`config.mk`:
```
export PLATFORM = sky130hd
export DESIGN_NAME = s2c_cordic
export DESIGN_NICKNAME = d
export VERILOG_FILES = /design/src/sv/s2c_pkg.sv /design/src/sv/s2c_cordic.sv
export SDC_FILE = /design/constraint.sdc
export NUM_CORES = 2
export LEC_CHECK = 0
export BUFFER_PORTS_ARGS = -buffer_cell sky130_fd_sc_hd__buf_2
export CORE_MARGIN = 2
export CORE_UTILIZATION = 30
export CTS_CLUSTER_DIAMETER = 200
export DETAILED_ROUTE_END_ITERATION = 12
export PLACE_DENSITY = 0.46
export SLEW_MARGIN = 30
export SYNTH_ARGS = -nofsm -noshare
export SYNTH_HDL_FRONTEND = slang
export SYNTH_SLANG_ARGS = --single-unit
```
`constraint.sdc`:
```
create_clock -name clk_i -period 4.82 [get_ports clk_i]
set_clock_uncertainty 0.2 [all_clocks]
set_input_delay 1.446 -clock clk_i [delete_from_list [all_inputs] [get_ports clk_i]]
set_output_delay 1.446 -clock clk_i [all_outputs]
set_load 0.03 [all_outputs]
```
`src/sv/s2c_pkg.sv`:
```
package s2c_pkg;

  localparam int CordicStages = 16;
  localparam int AtanEntries  = 24;
  localparam int AngW         = 32;
  localparam int CsW          = 34;   // signed Q30 sine/cosine with growth headroom

  localparam logic signed [CsW-1:0] CordicGain = 34'sd652032874;
  localparam int OutW = 17;
  localparam logic signed [OutW-1:0] OutLimit = 17'sd65535;

  localparam logic [1:0] RegDistMin = 2'd0;
  localparam logic [1:0] RegDistMax = 2'd1;
  localparam logic [1:0] RegElevMin = 2'd2;
  localparam logic [1:0] RegElevMax = 2'd3;

  localparam logic [15:0] DistMinRst = 16'd256;
  localparam logic [15:0] DistMaxRst = 16'd65535;
  localparam logic [15:0] ElevMinRst = 16'd182;
  localparam logic [15:0] ElevMaxRst = 16'd32586;

  function automatic logic signed [AngW-1:0] atan_lut(input logic [4:0] idx);
    logic signed [AngW-1:0] r;
    unique case (idx)
      5'd0:  r = 32'sh20000000;
      5'd1:  r = 32'sh12E4051E;
      5'd2:  r = 32'sh09FB385B;
      5'd3:  r = 32'sh051111D4;
      5'd4:  r = 32'sh028B0D43;
      5'd5:  r = 32'sh0145D7E1;
      5'd6:  r = 32'sh00A2F61E;
      5'd7:  r = 32'sh00517C55;
      5'd8:  r = 32'sh0028BE53;
      5'd9:  r = 32'sh00145F2F;
      5'd10: r = 32'sh000A2F98;
      5'd11: r = 32'sh000517CC;
      5'd12: r = 32'sh00028BE6;
      5'd13: r = 32'sh000145F3;
      5'd14: r = 32'sh0000A2FA;
      5'd15: r = 32'sh0000517D;
      5'd16: r = 32'sh000028BE;
      5'd17: r = 32'sh0000145F;
      5'd18: r = 32'sh00000A30;
      5'd19: r = 32'sh00000518;
      5'd20: r = 32'sh0000028C;
      5'd21: r = 32'sh00000146;
      5'd22: r = 32'sh000000A3;
      5'd23: r = 32'sh00000051;
      default: r = '0;
    endcase
    return r;
  endfunction

  typedef struct packed {
    logic signed [CsW-1:0]  x;
    logic signed [CsW-1:0]  y;
    logic signed [AngW-1:0] z;
  } cordic_t;

endpackage

```
`src/sv/s2c_cordic.sv`:
```
// One pipelined CORDIC lane: a seed register, then one rotation step per register stage.
module s2c_cordic (
  input  logic                          clk_i,
  input  logic                          en_i,
  input  logic [15:0]                   angle_i,
  output logic signed [s2c_pkg::CsW-1:0] sin_o,
  output logic signed [s2c_pkg::CsW-1:0] cos_o
);

  localparam int N = s2c_pkg::CordicStages;

  s2c_pkg::cordic_t stage_q [N+1];
  logic             flip_q  [N+1];
  s2c_pkg::cordic_t stage_d [N+1];
  logic [31:0]      ang_w;
  logic [1:0]       quad;
  logic             flip_in;

  always_comb begin
    ang_w   = {angle_i, 16'h0000};
    quad    = ang_w[31:30];
    flip_in = (quad == 2'd1) || (quad == 2'd2);
    stage_d[0].x = s2c_pkg::CordicGain;
    stage_d[0].y = '0;
    stage_d[0].z = flip_in ? $signed(ang_w + 32'h80000000) : $signed(ang_w);
  end

  for (genvar i = 0; i < N; i++) begin : g_step
    logic signed [s2c_pkg::CsW-1:0] xs, ys;
    assign xs = stage_q[i].x >>> i;
    assign ys = stage_q[i].y >>> i;
    always_comb begin
      if (!stage_q[i].z[31]) begin
        stage_d[i+1].x = stage_q[i].x - ys;
        stage_d[i+1].y = stage_q[i].y + xs;
        stage_d[i+1].z = stage_q[i].z - s2c_pkg::atan_lut(5'(i));
      end else begin
        stage_d[i+1].x = stage_q[i].x + ys;
        stage_d[i+1].y = stage_q[i].y - xs;
        stage_d[i+1].z = stage_q[i].z + s2c_pkg::atan_lut(5'(i));
      end
    end
  end

  // advance the seed, every rotation step and the quadrant flag together
  always_ff @(posedge clk_i) begin
    if (en_i) begin
      flip_q[0] <= flip_in;
      for (int k = 0; k <= N; k++) stage_q[k] <= stage_d[k];
      for (int k = 1; k <= N; k++) flip_q[k] <= flip_q[k-1];
    end
  end

  assign cos_o = flip_q[N] ? -stage_q[N].x : stage_q[N].x;
  assign sin_o = flip_q[N] ? -stage_q[N].y : stage_q[N].y;

endmodule
```
==> qor.txt <==
Ports: 86
CTS sink count: 1,434
setup ws final: -0.979 ns
die span in y: 636 µm
CP Class: reg2out
CORE AREA: 399,000 µm²
vias in the first global route: 93.8k
drt pass-1 iters: 5
CTS Buf Count: 185
average cell area after synthesis: 9.62 µm²
Worst Reg-to-Reg Cells: 22
clock latency on the worst-skew pair: 0.89 ns
full die area: 405,000 µm²
via/cell ratio: 4.91
Async S/R FF share, synth: 0
grt ovf: 0
dpl cells: 18.9k
mean routed wirelength per cell: 17.2 µm
max cap viols: 0
worst slack, placed: -0.371 ns
Area Overhead vs Synth: 21.9%
Root Driver: clkbuf_16
#FFs+latches synth: 1,434
Total Routing Usage GR: 0.159
effective utilization at floorplan: 0.301
Max FO, Critical Path: 4
post-route cell area: 146,000 µm²
area taken by multi-input logic gates: 77,000 µm²
first-pass GRT wire length: 525,000 µm
htree depth: 4
fillers: 40.6k
post-synthesis sequential area ratio: 0.359
fraction of layout cells with a size suffix above 1: 0.167
Worst setup SP type: flip-flop
failing checks: setup timing
ANT nets after route: 0
Port Buf Inserts: 85
Synth Instances: 12.5k
Final period util: 1.20
CTS clk-pin slew, worst paths: 0.05 ns
Final setup viols: 36
HPWL Detailed: 268,000 µm
Routability Congestion: 0.866
WP data required: 3.17 ns
Die Wd: 636 µm
Post-Syn Nets: 13.9k
initial antenna violation count: 1
drt drc: 0
endpoints failing hold: 0
Main synth FF type: edfxtp_1
Slew @ Worst Pin: 0.938 ns
fin. max-slew vios: 0
sequential cell area: 43,100 µm²
Placed Area: 136,000 µm²
hold depth: 0
Starting DRT DRC Count: 4,680
yosys warns: 0
number of synthesized flops with an enable pin: 1,434
NumNets Final: 15.4k
clock buffer depth: 4
CTS tree: done
Rows: 232
Via Count: 95.0k
Hold WC Path Type: reg2reg
status: finished with violations
largest net degree at the start of global routing: 80
crit path time final: 5.80 ns
RSZ-0062 raised after global routing: yes
Max Clk Rate: 172 MHz
Worst Setup End Kind: output pin
Synth Cell Area: 120,000 µm²
CP arrival: 4.15 ns
WL final: 332,000 µm
Slew HR: 0.370
Non-Filler Instances: 19.4k
distinct cell type count after synthesis: 100
-- placed cells by master (no fill, tap or decap), drive strengths merged, types with 540 or more instances in the layout --
cell type	n
a21o	589
a21oi	1384
buf	1473
edfxtp	1434
ha	1352
inv	540
nand2	611
nor2	1122
o21ai	599
xnor2	1219
xor2	613
-- through the flow --
stage | utilization | setup TNS (ns) | hold WS [ns]
global route | 0.367 | -29.62 | 0.211
detailed placement | 0.342 | -8.31 | 0.205
global placement | 0.342 | -8.58 | 0.202
floorplan | - | -0.122 | 0.200
finish | 0.367 | -21.11 | 0.208
CTS | 0.360 | -22.52 | 0.208
-- timing repair --
item                                   in CTS  in global routing
hold buffers                                0                  0
setup endpoints to repair                 102                210
endpoints found under the hold margin       0                  0
buffers inserted                           41                 87
resized for setup                         204                481
pin swaps                                  61                275
-- layer usage --
metal | track usage | wire length (µm) | up-vias
li1 | - | - | 49213
met1 | 0.202 | 151000 | 44227
met2 | 0.285 | 162000 | 1103
met3 | 0.0142 | 8320 | 444
met4 | 0.0490 | 10800 | 0
met5 | 0 | 0 | -
-- worst max-delay path, stage by stage, from the launching register on --
cell and delay (ns):
edfxtp_1 0.41, inv_2 0.09, ha_4 0.13, nand2_2 0.05
or3_4 0.35, or2_1 0.23, or4_4 0.54, or4_4 0.56
or3_4 0.46, o21ai_2 0.17, xnor2_1 0.13, buf_4 0.18
-- Yosys cell counts, drive strengths merged (26+ instances only) --
| cell type | instances | share of area |
|---|---|---|
| a211oi | 121 | 0.0076 |
| o31ai | 67 | 0.0042 |
| nor2 | 1122 | 0.035 |
| buf | 36 | 0.0012 |
| or4 | 52 | 0.0034 |
| fa | 42 | 0.0070 |
| and3 | 87 | 0.0045 |
| a21oi | 1384 | 0.058 |
| nor2b | 176 | 0.0092 |
| xnor2 | 1219 | 0.089 |
| o21ai | 599 | 0.025 |
| edfxtp | 1434 | 0.36 |
| nand3 | 179 | 0.0075 |
| xor2 | 613 | 0.045 |
| a41oi | 26 | 0.0019 |
| a21o | 589 | 0.037 |
| ha | 1352 | 0.14 |
| a21boi | 40 | 0.0025 |
| inv | 534 | 0.017 |
| nor3 | 347 | 0.015 |
| or3 | 67 | 0.0036 |
| or2 | 49 | 0.0026 |
| o21bai | 143 | 0.0089 |
| o31a | 34 | 0.0026 |
| o21a | 218 | 0.014 |
| and2 | 90 | 0.0047 |
| o41ai | 52 | 0.0040 |
| mux2 | 53 | 0.0050 |
| nand2b | 205 | 0.011 |
| nand2 | 611 | 0.019 |
| nor3b | 36 | 0.0023 |
| o211ai | 50 | 0.0032 |
| clkbuf | 156 | 0.0049 |
| a31oi | 126 | 0.0067 |
| nand4 | 74 | 0.0039 |
| nor4 | 79 | 0.0042 |
| mux2i | 52 | 0.0043 |
-- registers in the layout, indices dropped and copies added (netlist names) --
register  count
flip_q       17
stage_q    1417
-- final timing paths --
| path | startpoint | endpoint | slack [ns] |
|---|---|---|---|
| min | flip_q[0][14]$_DFFE_PP_ | flip_q[0][15]$_DFFE_PP_ | 0.21 |
| max | stage_q[16][33]$_DFFE_PP_ | sin_o[28] | -0.98 |
| min reg2reg | flip_q[0][14]$_DFFE_PP_ | flip_q[0][15]$_DFFE_PP_ | 0.21 |
| max reg2reg | stage_q[12][78]$_DFFE_PP_ | stage_q[13][65]$_DFFE_PP_ | -0.02 |
-- cells by family after synthesis --
logic type / count (synthesis) / share of synthesized area
buffers and inverters: 730 / 0.0229
AO/OA/AOI/OAI: 3736 / 0.197
AND/OR/NAND/NOR: 3248 / 0.131
adder cells (fa/ha/maj): 1394 / 0.148
flip-flops: 1434 / 0.359
XOR/XNOR: 1832 / 0.134
multiplexers: 105 / 0.00931
-- layout make-up --
cell class / instances / share of cell area
multi-input cells: 10315 / 0.526
flip-flops and latches: 1434 / 0.294
repair buffers: 1475 / 0.0789
well taps: 5265 / 0.0450
clock buffers: 217 / 0.0332
inverters: 538 / 0.0138
clock inverters: 114 / 0.00826
diodes: 1 / 0.0000171
Power is not shown: default switching activity piles up to over one toggle a cycle in this logic, so the estimate is an artifact.
